File: config.mk
export PLATFORM = sky130hd
export DESIGN_NAME = key_binding_combo_turbo_mapper
export DESIGN_NICKNAME = d
export VERILOG_FILES = /design/src/rtl/kbctm_pkg.sv /design/src/rtl/key_binding_combo_turbo_mapper.sv /design/src/rtl/kbctm_ram.sv /design/src/rtl/kbctm_dp.sv /design/src/rtl/kbctm_ctrl.sv
export VERILOG_INCLUDE_DIRS = /design/src /design/src/rtl
export SDC_FILE = /design/constraint.sdc
export NUM_CORES = 2
export LEC_CHECK = 0
export BUFFER_PORTS_ARGS = -buffer_cell sky130_fd_sc_hd__buf_4
export CORE_ASPECT_RATIO = 1.1
export CORE_MARGIN = 2
export CORE_UTILIZATION = 62
export DETAILED_ROUTE_END_ITERATION = 16
export PLACE_DENSITY = 0.79
export REMOVE_ABC_BUFFERS = 1
export SLEW_MARGIN = 5
export SYNTH_ARGS = -nofsm -noshare
export SYNTH_HDL_FRONTEND = slang
export SYNTH_SLANG_ARGS = --single-unit
File: constraint.sdc
create_clock -name clk_i -period 7.1 [get_ports clk_i]
set_clock_uncertainty 0.1 [all_clocks]
set_input_delay 1.42 -clock clk_i [delete_from_list [all_inputs] [get_ports clk_i]]
set_output_delay 1.42 -clock clk_i [all_outputs]
set_load 0.01 [all_outputs]
File: src/rtl/key_binding_combo_turbo_mapper_macros.svh
// ----------------------------------------------------------------------------
// key binding mapper assertion macros
// shared concurrent assertion forms, clocked on clk_i and held off in reset
// ----------------------------------------------------------------------------
`ifndef KEY_BINDING_COMBO_TURBO_MAPPER_MACROS_SVH
`define KEY_BINDING_COMBO_TURBO_MAPPER_MACROS_SVH

// property that must hold at every clock edge outside reset
`define KBCTM_ASSERT(label, prop, msg) \
  label: assert property (@(posedge clk_i) disable iff (!rst_ni) (prop)) else $error(msg);

// condition that must never be seen outside reset
`define KBCTM_NEVER(label, cond, msg) \
  label: assert property (@(posedge clk_i) disable iff (!rst_ni) !(cond)) else $error(msg);

`endif

File: src/rtl/kbctm_pkg.sv
// ----------------------------------------------------------------------------
// kbctm_pkg
// types, constants and helpers shared by the key binding mapper modules
// ----------------------------------------------------------------------------
package kbctm_pkg;

  localparam int unsigned KEY_COUNT = 32;
  localparam int unsigned DATA_W    = 32;
  localparam int unsigned SLOTS     = 32;
  localparam int unsigned SLOT_W    = 5;
  localparam int unsigned TURBO_W   = 25;
  localparam int unsigned NUM_TURBO = 4;
  localparam int unsigned CFG_IDX_W = 2;
  localparam int unsigned P2_SHIFT  = 16;

  // only keys below KEY_COUNT take part
  localparam logic [63:0]       KEY_MASK_WIDE = (64'd1 << KEY_COUNT) - 64'd1;
  localparam logic [DATA_W-1:0] KEY_MASK      = KEY_MASK_WIDE[DATA_W-1:0];

  localparam logic [DATA_W-1:0] PAD_BYTE_MASK = 32'h0000_00ff;
  localparam logic [DATA_W-1:0] ACT_TURBO_A   = 32'h0000_0100;
  localparam logic [DATA_W-1:0] ACT_TURBO_B   = 32'h0000_0200;
  localparam logic [DATA_W-1:0] ACT_PLAYER2   = 32'h0001_0000;

  localparam logic OP_FRAME = 1'b0;
  localparam logic OP_BIND  = 1'b1;

  typedef enum logic [CFG_IDX_W-1:0] {
    CFG_TURBO_RATE  = 2'd0,
    CFG_COMBO_KEYS  = 2'd1,
    CFG_COMBO_ACTS  = 2'd2
  } cfg_idx_e;

  typedef enum logic [1:0] {
    ACC_NONE,
    ACC_KEY,     // unpaired, actions straight from the read port
    ACC_HELD,    // unpaired, actions held from the key read
    ACC_PAIRED   // paired with the partner just read
  } acc_sel_e;

  typedef struct packed {
    logic     load_frame;
    logic     write_bind;
    logic     pick;
    logic     search_first;
    logic     search_next;
    acc_sel_e acc;
    logic     finish;
  } dp_cmd_t;

  typedef struct packed {
    logic keys_empty;
    logic srch_empty;
    logic rdata_zero;
    logic overlap;
    logic is_combo;
    logic out_free;
  } dp_stat_t;

  // index of the lowest set bit, zero for an empty vector
  function automatic logic [SLOT_W-1:0] lowest_idx(input logic [DATA_W-1:0] v);
    logic [SLOT_W-1:0] idx;
    idx = '0;
    for (int i = DATA_W - 1; i >= 0; i--) begin
      if (v[i]) begin
        idx = SLOT_W'(i);
      end
    end
    return idx;
  endfunction

endpackage

File: src/rtl/key_binding_combo_turbo_mapper.sv
// ----------------------------------------------------------------------------
// key_binding_combo_turbo_mapper
// maps a frame of pressed keys to two-player pad bits through a binding
// table, with combo key pairing, turbo counters and action edge pulses
//
//   channel  dir  handshake                 payload
//   in       in   in_valid_i / in_stall_o   operation_i key_bits_i bind_slot_i bind_word_i
//   out      out  out_valid_o / out_stall_i pad_bits_o action_pulses_o
//   cfg      in   cfg_we_i                  cfg_idx_i cfg_data_i
//
// a binding write gives no result and leaves the input open
// after its accepting edge a frame stalls the input until its result goes to
// the result register; each walked key and each partner candidate is read in
// turn through the single binding ram read port
// after reset every table entry reads as unbound at once, no clearing pass
// the result register holds a result until taken; the next request is taken
// while it waits, and only the end of that frame waits for the register
// ----------------------------------------------------------------------------
module key_binding_combo_turbo_mapper (
  input  logic                                clk_i,
  input  logic                                rst_ni,
  input  logic                                cfg_we_i,
  input  logic [kbctm_pkg::CFG_IDX_W-1:0]     cfg_idx_i,
  input  logic [kbctm_pkg::DATA_W-1:0]        cfg_data_i,
  input  logic                                in_valid_i,
  output logic                                in_stall_o,
  input  logic                                operation_i,
  input  logic [kbctm_pkg::DATA_W-1:0]        key_bits_i,
  input  logic [kbctm_pkg::SLOT_W-1:0]        bind_slot_i,
  input  logic [kbctm_pkg::DATA_W-1:0]        bind_word_i,
  output logic                                out_valid_o,
  input  logic                                out_stall_i,
  output logic [kbctm_pkg::DATA_W-1:0]        pad_bits_o,
  output logic [kbctm_pkg::DATA_W-1:0]        action_pulses_o
);

  kbctm_pkg::dp_cmd_t  cmd;
  kbctm_pkg::dp_stat_t stat;

  kbctm_ctrl u_ctrl (
    .clk_i       (clk_i),
    .rst_ni      (rst_ni),
    .in_valid_i  (in_valid_i),
    .in_stall_o  (in_stall_o),
    .operation_i (operation_i),
    .stat_i      (stat),
    .cmd_o       (cmd)
  );

  kbctm_dp u_dp (
    .clk_i           (clk_i),
    .rst_ni          (rst_ni),
    .cmd_i           (cmd),
    .stat_o          (stat),
    .cfg_we_i        (cfg_we_i),
    .cfg_idx_i       (cfg_idx_i),
    .cfg_data_i      (cfg_data_i),
    .key_bits_i      (key_bits_i),
    .bind_slot_i     (bind_slot_i),
    .bind_word_i     (bind_word_i),
    .out_valid_o     (out_valid_o),
    .out_stall_i     (out_stall_i),
    .pad_bits_o      (pad_bits_o),
    .action_pulses_o (action_pulses_o)
  );

endmodule

File: src/rtl/kbctm_ram.sv
// ----------------------------------------------------------------------------
// kbctm_ram
// generic single write port, single read port ram with registered read
// ----------------------------------------------------------------------------
module kbctm_ram #(
  parameter int unsigned WIDTH = 32,
  parameter int unsigned DEPTH = 32
) (
  input  logic                     clk_i,
  input  logic                     we_i,
  input  logic [$clog2(DEPTH)-1:0] waddr_i,
  input  logic [WIDTH-1:0]         wdata_i,
  input  logic [$clog2(DEPTH)-1:0] raddr_i,
  output logic [WIDTH-1:0]         rdata_o
);

  logic [WIDTH-1:0] mem_q [DEPTH];
  logic [WIDTH-1:0] rdata_q;

  always_ff @(posedge clk_i) begin
    if (we_i) begin
      mem_q[waddr_i] <= wdata_i;
    end
    rdata_q <= mem_q[raddr_i];
  end

  assign rdata_o = rdata_q;

endmodule

File: src/rtl/kbctm_dp.sv
// ----------------------------------------------------------------------------
// kbctm_dp
// datapath: binding table, key walk masks, player accumulators, turbo
// counters, config registers and the result register
// ----------------------------------------------------------------------------
`include "key_binding_combo_turbo_mapper_macros.svh"

module kbctm_dp (
  input  logic                                  clk_i,
  input  logic                                  rst_ni,
  input  kbctm_pkg::dp_cmd_t                    cmd_i,
  output kbctm_pkg::dp_stat_t                   stat_o,
  input  logic                                  cfg_we_i,
  input  logic [kbctm_pkg::CFG_IDX_W-1:0]       cfg_idx_i,
  input  logic [kbctm_pkg::DATA_W-1:0]          cfg_data_i,
  input  logic [kbctm_pkg::DATA_W-1:0]          key_bits_i,
  input  logic [kbctm_pkg::SLOT_W-1:0]          bind_slot_i,
  input  logic [kbctm_pkg::DATA_W-1:0]          bind_word_i,
  output logic                                  out_valid_o,
  input  logic                                  out_stall_i,
  output logic [kbctm_pkg::DATA_W-1:0]          pad_bits_o,
  output logic [kbctm_pkg::DATA_W-1:0]          action_pulses_o
);

  localparam int unsigned DW = kbctm_pkg::DATA_W;
  localparam int unsigned SW = kbctm_pkg::SLOT_W;
  localparam int unsigned TW = kbctm_pkg::TURBO_W;
  localparam int unsigned NT = kbctm_pkg::NUM_TURBO;

  // config
  logic [DW-1:0] turbo_rate_q, combo_keys_q, combo_acts_q;

  // binding table
  logic [kbctm_pkg::SLOTS-1:0] bound_q;
  logic                        rbound_q;
  logic [SW-1:0]               raddr;
  logic [DW-1:0]               ram_rdata;
  logic [DW-1:0]               rdata;

  // walk state
  logic [DW-1:0] keys_q, srch_q, acts_q;
  logic [SW-1:0] k_q, p_q;
  logic [DW-1:0] pl0_q, pl1_q;

  // persistent state and result
  logic [TW-1:0] cnt_q [NT];
  logic [TW-1:0] cnt_sum [NT];
  logic [NT-1:0] hit;
  logic [NT-1:0] tb;
  logic [DW-1:0] prev_q;
  logic          out_valid_q;
  logic [DW-1:0] pad_q, pulses_q;

  logic [DW-1:0] acc_src, acc_filt, pad_calc, frame_acts;
  logic          acc_paired;

  kbctm_ram #(
    .WIDTH (DW),
    .DEPTH (kbctm_pkg::SLOTS)
  ) u_bind_ram (
    .clk_i   (clk_i),
    .we_i    (cmd_i.write_bind),
    .waddr_i (bind_slot_i),
    .wdata_i (bind_word_i),
    .raddr_i (raddr),
    .rdata_o (ram_rdata)
  );

  // entries never written read as unbound
  assign rdata = rbound_q ? ram_rdata : '0;

  always_comb begin
    raddr = k_q;
    if (cmd_i.pick || cmd_i.search_first) begin
      raddr = kbctm_pkg::lowest_idx(keys_q);
    end else if (cmd_i.search_next) begin
      raddr = kbctm_pkg::lowest_idx(srch_q);
    end
  end

  // combo filtering and player routing
  always_comb begin
    acc_paired = 1'b0;
    case (cmd_i.acc)
      kbctm_pkg::ACC_KEY:    acc_src = rdata;
      kbctm_pkg::ACC_HELD:   acc_src = acts_q;
      kbctm_pkg::ACC_PAIRED: begin
        acc_src    = acts_q & rdata;
        acc_paired = 1'b1;
      end
      default:               acc_src = '0;
    endcase
    acc_filt = acc_paired ? (acc_src & combo_acts_q) : (acc_src & ~combo_acts_q);
  end

  // turbo lanes: p1 a, p1 b, p2 a, p2 b
  assign hit[0] = |(pl0_q & kbctm_pkg::ACT_TURBO_A);
  assign hit[1] = |(pl0_q & kbctm_pkg::ACT_TURBO_B);
  assign hit[2] = |(pl1_q & kbctm_pkg::ACT_TURBO_A);
  assign hit[3] = |(pl1_q & kbctm_pkg::ACT_TURBO_B);

  always_comb begin
    for (int i = 0; i < NT; i++) begin
      cnt_sum[i] = cnt_q[i] + turbo_rate_q[TW-1:0];
      tb[i]      = hit[i] & cnt_sum[i][TW-1];
    end
    pad_calc = (pl0_q & kbctm_pkg::PAD_BYTE_MASK)
             | ((pl1_q & kbctm_pkg::PAD_BYTE_MASK) << kbctm_pkg::P2_SHIFT)
             | DW'(tb[1:0])
             | (DW'(tb[3:2]) << kbctm_pkg::P2_SHIFT);
    frame_acts = pl0_q | pl1_q;
  end

  // state with reset values
  always_ff @(posedge clk_i or negedge rst_ni) begin
    if (!rst_ni) begin
      turbo_rate_q <= '0;
      combo_keys_q <= '0;
      combo_acts_q <= '0;
      bound_q      <= '0;
      prev_q       <= '0;
      out_valid_q  <= 1'b0;
      for (int i = 0; i < NT; i++) begin
        cnt_q[i] <= '0;
      end
    end else begin
      if (cfg_we_i) begin
        case (kbctm_pkg::cfg_idx_e'(cfg_idx_i))
          kbctm_pkg::CFG_TURBO_RATE: turbo_rate_q <= cfg_data_i;
          kbctm_pkg::CFG_COMBO_KEYS: combo_keys_q <= cfg_data_i;
          kbctm_pkg::CFG_COMBO_ACTS: combo_acts_q <= cfg_data_i;
          default: ;
        endcase
      end
      if (cmd_i.write_bind) begin
        bound_q[bind_slot_i] <= 1'b1;
      end
      if (cmd_i.finish) begin
        out_valid_q <= 1'b1;
        prev_q      <= frame_acts;
        for (int i = 0; i < NT; i++) begin
          if (hit[i]) begin
            cnt_q[i] <= cnt_sum[i];
          end
        end
      end else if (!out_stall_i) begin
        out_valid_q <= 1'b0;
      end
    end
  end

  // walk and result payload
  always_ff @(posedge clk_i) begin
    rbound_q <= bound_q[raddr];
    if (cmd_i.load_frame) begin
      keys_q <= key_bits_i & kbctm_pkg::KEY_MASK;
      pl0_q  <= '0;
      pl1_q  <= '0;
    end
    if (cmd_i.pick) begin
      k_q    <= kbctm_pkg::lowest_idx(keys_q);
      keys_q <= keys_q & (keys_q - DW'(1));
    end
    if (cmd_i.search_first) begin
      acts_q <= rdata;
      p_q    <= kbctm_pkg::lowest_idx(keys_q);
      srch_q <= keys_q & (keys_q - DW'(1));
    end
    if (cmd_i.search_next) begin
      p_q    <= kbctm_pkg::lowest_idx(srch_q);
      srch_q <= srch_q & (srch_q - DW'(1));
    end
    if (cmd_i.acc != kbctm_pkg::ACC_NONE) begin
      if (|(acc_filt & kbctm_pkg::ACT_PLAYER2)) begin
        pl1_q <= pl1_q | acc_filt;
      end else begin
        pl0_q <= pl0_q | acc_filt;
      end
      // partner key is consumed and never walked
      if (cmd_i.acc == kbctm_pkg::ACC_PAIRED) begin
        keys_q[p_q] <= 1'b0;
      end
    end
    if (cmd_i.finish) begin
      pad_q    <= pad_calc;
      pulses_q <= frame_acts & ~prev_q;
    end
  end

  assign stat_o.keys_empty = (keys_q == '0);
  assign stat_o.srch_empty = (srch_q == '0);
  assign stat_o.rdata_zero = (rdata == '0);
  assign stat_o.overlap    = |(rdata & acts_q);
  assign stat_o.is_combo   = combo_keys_q[k_q];
  assign stat_o.out_free   = !out_valid_q || !out_stall_i;

  assign out_valid_o     = out_valid_q;
  assign pad_bits_o      = pad_q;
  assign action_pulses_o = pulses_q;

  `KBCTM_ASSERT(a_result_from_finish, $rose(out_valid_q) |-> $past(cmd_i.finish), "result appeared without finish")
  `KBCTM_ASSERT(a_partner_consumed, (cmd_i.acc == kbctm_pkg::ACC_PAIRED) |=> !keys_q[$past(p_q)], "partner key still pending")
  `KBCTM_NEVER(a_finish_overwrites, cmd_i.finish && out_valid_q && out_stall_i, "pending result overwritten")

endmodule

File: src/rtl/kbctm_ctrl.sv
// ----------------------------------------------------------------------------
// kbctm_ctrl
// controller: issues binding writes, walks the pressed keys, runs the
// partner search and hands the finished frame to the result register
// ----------------------------------------------------------------------------
`include "key_binding_combo_turbo_mapper_macros.svh"

module kbctm_ctrl (
  input  logic                clk_i,
  input  logic                rst_ni,
  input  logic                in_valid_i,
  output logic                in_stall_o,
  input  logic                operation_i,
  input  kbctm_pkg::dp_stat_t stat_i,
  output kbctm_pkg::dp_cmd_t  cmd_o
);

  typedef enum logic [2:0] {
    IDLE,
    PICK,
    KEY_RD,
    PART_RD,
    FINISH
  } state_e;

  state_e state_q, state_d;
  logic   stall_q, stall_d;
  logic   accept;

  assign accept = in_valid_i && !stall_q;

  always_comb begin
    state_d = state_q;
    stall_d = stall_q;
    cmd_o   = '0;
    case (state_q)
      IDLE: begin
        if (accept) begin
          if (operation_i == kbctm_pkg::OP_BIND) begin
            cmd_o.write_bind = 1'b1;
          end else begin
            cmd_o.load_frame = 1'b1;
            state_d          = PICK;
            stall_d          = 1'b1;
          end
        end
      end
      PICK: begin
        if (stat_i.keys_empty) begin
          state_d = FINISH;
        end else begin
          cmd_o.pick = 1'b1;
          state_d    = KEY_RD;
        end
      end
      KEY_RD: begin
        state_d = PICK;
        if (!stat_i.rdata_zero) begin
          if (stat_i.is_combo && !stat_i.keys_empty) begin
            cmd_o.search_first = 1'b1;
            state_d            = PART_RD;
          end else begin
            cmd_o.acc = kbctm_pkg::ACC_KEY;
          end
        end
      end
      PART_RD: begin
        if (stat_i.overlap) begin
          cmd_o.acc = kbctm_pkg::ACC_PAIRED;
          state_d   = PICK;
        end else if (stat_i.srch_empty) begin
          cmd_o.acc = kbctm_pkg::ACC_HELD;
          state_d   = PICK;
        end else begin
          cmd_o.search_next = 1'b1;
        end
      end
      FINISH: begin
        if (stat_i.out_free) begin
          cmd_o.finish = 1'b1;
          state_d      = IDLE;
          stall_d      = 1'b0;
        end
      end
      default: begin
        state_d = IDLE;
        stall_d = 1'b0;
      end
    endcase
  end

  always_ff @(posedge clk_i or negedge rst_ni) begin
    if (!rst_ni) begin
      state_q <= IDLE;
      stall_q <= 1'b0;
    end else begin
      state_q <= state_d;
      stall_q <= stall_d;
    end
  end

  assign in_stall_o = stall_q;

  `KBCTM_ASSERT(a_open_only_idle, !stall_q |-> (state_q == IDLE), "input open outside idle")
  `KBCTM_ASSERT(a_frame_starts_walk, (accept && operation_i == kbctm_pkg::OP_FRAME) |=> (state_q == PICK), "frame did not start walk")
  `KBCTM_ASSERT(a_finish_when_free, cmd_o.finish |-> stat_i.out_free, "finish with result slot busy")

endmodule
==> parameters.txt <==
Parameter                              Value

Run status
  Result of the run ... completed

Floorplan
  IO Pins ... 175
  Horizontal die dimension ... 313 um
  Core region area ... 104,000 um2
  Die Y-Extent ... 344 um
  Row count ... 124
  Starting Density ... 0.625
  Area enclosed by the die boundary ... 108,000 um2

CTS
  Post-cts repair resize count ... 0
  Clock latency at the later pin of the worst-skew pair ... 0.78 ns
  CTS H-tree depth ... 4
  Cts bufs inserted ... 149
  Root Driver ... sky130_fd_sc_hd__clkbuf_16
  CTS sink cnt ... 1,532
  Clk buf depth ... 3
  Post-CTS setup buffer count ... 0
  Cts-stage hold buffer count ... 0
  Clock tree from TritonCTS ... built
  Clock transition at the registers of the reported paths ... 0.06 ns

Critical path
  Critical path endpoint ... u_dp.u_bind_ram.rdata_o[20]
  Cell with the largest stage delay on the worst path ... sky130_fd_sc_hd__nand2_8
  Delay of the slowest cell on the worst path ... 0.76 ns
  Endpoint of the most critical register-to-register path ... u_dp.u_bind_ram.rdata_o[20]
  Worst Setup End Kind ... register
  Data required time at the worst endpoint ... 7.63 ns
  Cells traversed along the worst timing path ... mux4_2, mux2i_1, mux4_2, o31ai_4, nand2_2, nand2_8, buf_4, mux4_2, a22oi_1, nand3_1, or4_1
  Register-to-register path setup slack ... 1.49 ns
  Category of the critical setup timing path ... register to register
  Most common cell on crit path ... sky130_fd_sc_hd__mux4_2
  Worst Path Arrival ... 6.14 ns
  Startpoint of the worst setup timing path ... u_dp.k_q[0]
  Maximum fanout along the worst path ... 68
  Crit start category ... register
  Origin of the critical flop-to-flop path ... u_dp.k_q[0]
  Cell count of the worst reg-to-reg path ... 11

GRT
  First-pass GRT wire length ... 264 mm
  Overflow after GRT ... 0
  Maximum number of pins on one net before global-route repair ... 176
  Overall track demand over capacity in global routing ... 0.327
  Number of antenna violations at the first check in global routing ... 2
  Vias in the first global route ... 43.5k

Logic synthesis
  Most common flop cell mapped by yosys ... sky130_fd_sc_hd__edfxtp_1
  Async set or reset register ratio after synthesis ... 0.168
  Syn Inst Count ... 5,019
  EDFF count, synth ... 1,146
  Number of warnings printed during yosys synthesis ... 0
  Unique masters post-synth ... 77
  Per-instance average area after synthesis ... 13.0 um2
  Area of the mapped netlist ... 65,100 um2
  Post-synthesis sequential area ratio ... 0.667
  Total of flip-flops plus latches after synthesis ... 1,532

Cells and area
  Area growth, synth to finish ... 11.8%
  Top Registers ... u_dp.u_bind_ram.mem_q: 1024 flops, u_dp.cnt_q: 100 flops
  Top register by number of flip-flops ... u_dp.u_bind_ram.mem_q
  Multi-input gate area ... 20,600 um2
  Number of flip-flops in the largest register ... 1,024
  Share of cells above drive strength 1 ... 0.149
  Fill cell instance count of the final layout ... 6,764
  Area used by sequential logic in the layout ... 43,400 um2
  Util after Layout ... 0.699
  Total Nets Final ... 5,331

STA
  Final Slew Violations ... 0
  Achievable clock frequency ... 178 MHz
  Actual slew at the worst max-slew pin ... 1.21 ns
  Final Hold Fails ... 0
  Period Utilization, post-route ... 0.790
  Final Worst Setup Slack ... 1.49 ns
  Slew headroom ... 0.196
  Final critical delay including setup and external delays ... 5.61 ns
  Final number of setup-violating endpoints ... 0
  Setup repair after global routing missed its margin ... false

Pwr
  Standby leakage power ... 26.8 nW
  Maximum ir drop on the vdd rail ... 0.000614 V
  Power per unit of standard cell area ... 424 nW/um2

Hold path
  Worst hold path type ... register to register

Route
  Number of vias per cell after detailed routing ... 6.71
  Post-Route WL ... 177 mm
  Post-detailed-route DRC marker count ... 0
  Number of nets with antenna violations after detailed routing ... 0
  Router iterations before antenna repair ... 6
  Final routed wire length divided by cell count ... 26.6 um
  Number of DRC markers after the initial detailed-route iteration ... 6,461
  Number of vias in the routed layout ... 44.5k

Placement
  Placer Congestion ... 0.925
  Port-buffer cells ... 158
  Worst slack at placement ... 1.50 ns
  Final HPWL DP ... 104 mm

Run
  Count of maximum capacitance violations ... 0
where the power goes:
group | switching (mW) | internal [mW]
logic | 7.52 | 4.27
registers | 0.822 | 10.4
clock network | 3.37 | 4.50
total | 11.7 | 19.2
through the flow:
stage / instance area [um2] / hold slack [ns] / cells / total power [mW] / setup TNS [ns]
3_3_place_gp: 68000 / 0.336 / 6357 / 22.5 / 0
3_5_place_dp: 68000 / 0.345 / 6357 / 22.8 / 0
6_report: 72800 / 0.357 / 6632 / 30.9 / 0
4_1_cts: 72800 / 0.358 / 6631 / 30.7 / 0
2_1_floorplan: 63900 / 0.326 / 4724 / 19.6 / -258.95
5_1_grt: 72800 / 0.375 / 6631 / 32.1 / 0
cells in the final DEF (no fill, tap or decap), types with 34 or more instances in the layout:
cell type	Yosys	final
sky130_fd_sc_hd__a22oi_1	57	57
sky130_fd_sc_hd__nor2_1	303	265
sky130_fd_sc_hd__xnor2_1	72	72
sky130_fd_sc_hd__or4_1	40	40
sky130_fd_sc_hd__nor2_4	0	36
sky130_fd_sc_hd__a31oi_1	44	44
sky130_fd_sc_hd__nand4_1	138	138
sky130_fd_sc_hd__xor2_1	49	49
sky130_fd_sc_hd__o21ai_0	324	324
sky130_fd_sc_hd__a22o_1	68	68
sky130_fd_sc_hd__mux4_2	109	109
sky130_fd_sc_hd__mux2_2	96	96
sky130_fd_sc_hd__dfrtp_1	258	258
sky130_fd_sc_hd__nor3_1	67	65
sky130_fd_sc_hd__ha_1	96	96
sky130_fd_sc_hd__nand2_1	576	573
sky130_fd_sc_hd__and3_1	93	93
sky130_fd_sc_hd__buf_4	19	235
sky130_fd_sc_hd__clkbuf_16	0	153
sky130_fd_sc_hd__or2_2	40	40
sky130_fd_sc_hd__o22ai_1	34	34
sky130_fd_sc_hd__dfxtp_1	128	128
sky130_fd_sc_hd__inv_1	41	40
sky130_fd_sc_hd__and2_1	40	39
sky130_fd_sc_hd__nand3_1	270	269
sky130_fd_sc_hd__a21oi_1	280	280
sky130_fd_sc_hd__edfxtp_1	1146	1146
sky130_fd_sc_hd__a21o_1	36	36
cell usage after synthesis (30+ instances only):
library cell / n / area (um2)
sky130_fd_sc_hd__a21o_1: 36 / 270
sky130_fd_sc_hd__a21oi_1: 280 / 1400
sky130_fd_sc_hd__a22o_1: 68 / 596
sky130_fd_sc_hd__a22oi_1: 57 / 428
sky130_fd_sc_hd__a31oi_1: 44 / 275
sky130_fd_sc_hd__and2_1: 40 / 250
sky130_fd_sc_hd__and3_1: 93 / 582
sky130_fd_sc_hd__buf_1: 30 / 113
sky130_fd_sc_hd__clkbuf_1: 236 / 886
sky130_fd_sc_hd__dfrtp_1: 258 / 6460
sky130_fd_sc_hd__dfxtp_1: 128 / 2560
sky130_fd_sc_hd__edfxtp_1: 1146 / 34400
sky130_fd_sc_hd__ha_1: 96 / 1200
sky130_fd_sc_hd__inv_1: 41 / 154
sky130_fd_sc_hd__mux2_2: 96 / 1080
sky130_fd_sc_hd__mux4_2: 109 / 2450
sky130_fd_sc_hd__nand2_1: 576 / 2160
sky130_fd_sc_hd__nand3_1: 270 / 1350
sky130_fd_sc_hd__nand4_1: 138 / 863
sky130_fd_sc_hd__nor2_1: 303 / 1140
sky130_fd_sc_hd__nor3_1: 67 / 335
sky130_fd_sc_hd__o21ai_0: 324 / 1620
sky130_fd_sc_hd__o22ai_1: 34 / 213
sky130_fd_sc_hd__or2_2: 40 / 250
sky130_fd_sc_hd__or4_1: 40 / 300
sky130_fd_sc_hd__xnor2_1: 72 / 631
sky130_fd_sc_hd__xor2_1: 49 / 429
final cells by class:
cell class              instances  area share
multi-input cells            3150       0.284
inverters                      42     0.00217
diodes                          1   0.0000344
clock buffers                 198      0.0566
repair buffers                247      0.0275
flip-flops and latches       1532       0.596
clock inverters                76     0.00993
well taps                    1386      0.0238
cell families (layout without fill, tap and decap cells):
logic type | Yosys count | count (layout) | share of synthesized area
muxes | 216 | 216 | 0.0560
other | 1 | 17 | 0.0000576
and+or+nand+nor | 1677 | 1677 | 0.122
adders and majority gates | 100 | 100 | 0.0197
AOI/OAI and AO/OA | 1020 | 1020 | 0.0960
xor gates and xnor gates | 121 | 121 | 0.0163
DFF | 1532 | 1532 | 0.667
buffers and inverters | 352 | 563 | 0.0225
worst max-delay path, delay by kind of cell, from the launching register on:
kind                   cells  cell delay [ns]
multiplexers               4             1.64
buffers and inverters      1             0.40
AO/OA/AOI/OAI              2             0.66
AND/OR/NAND/NOR            4             2.03
flip-flops                 1             0.62
worst min path at each step:
stage	start	end	slack, ns	depth (start not counted)
floorplan	u_dp.pl0_q[22]	u_dp.pl0_q[22]	0.33	2
global placement	u_dp.pl0_q[26]	u_dp.pl0_q[26]	0.34	2
detailed placement	u_dp.pl0_q[22]	u_dp.pl0_q[22]	0.35	2
CTS	u_dp.pl0_q[22]	u_dp.pl0_q[22]	0.36	2
global route	u_dp.bound_q[20]	u_dp.bound_q[20]	0.37	1
finish	u_dp.pl0_q[22]	u_dp.pl0_q[22]	0.36	2
per-layer routing:
layer,wire (um),share of wire,up-vias,track usage
li1,-,-,19200,-
met1,62300,0.35,21800,0.420
met2,85100,0.48,2956,0.532
met3,18600,0.11,604,0.0596
met4,10600,0.060,4,0.180
met5,20,0.00011,-,0
Note: power is estimated with default switching activity, not from simulation.
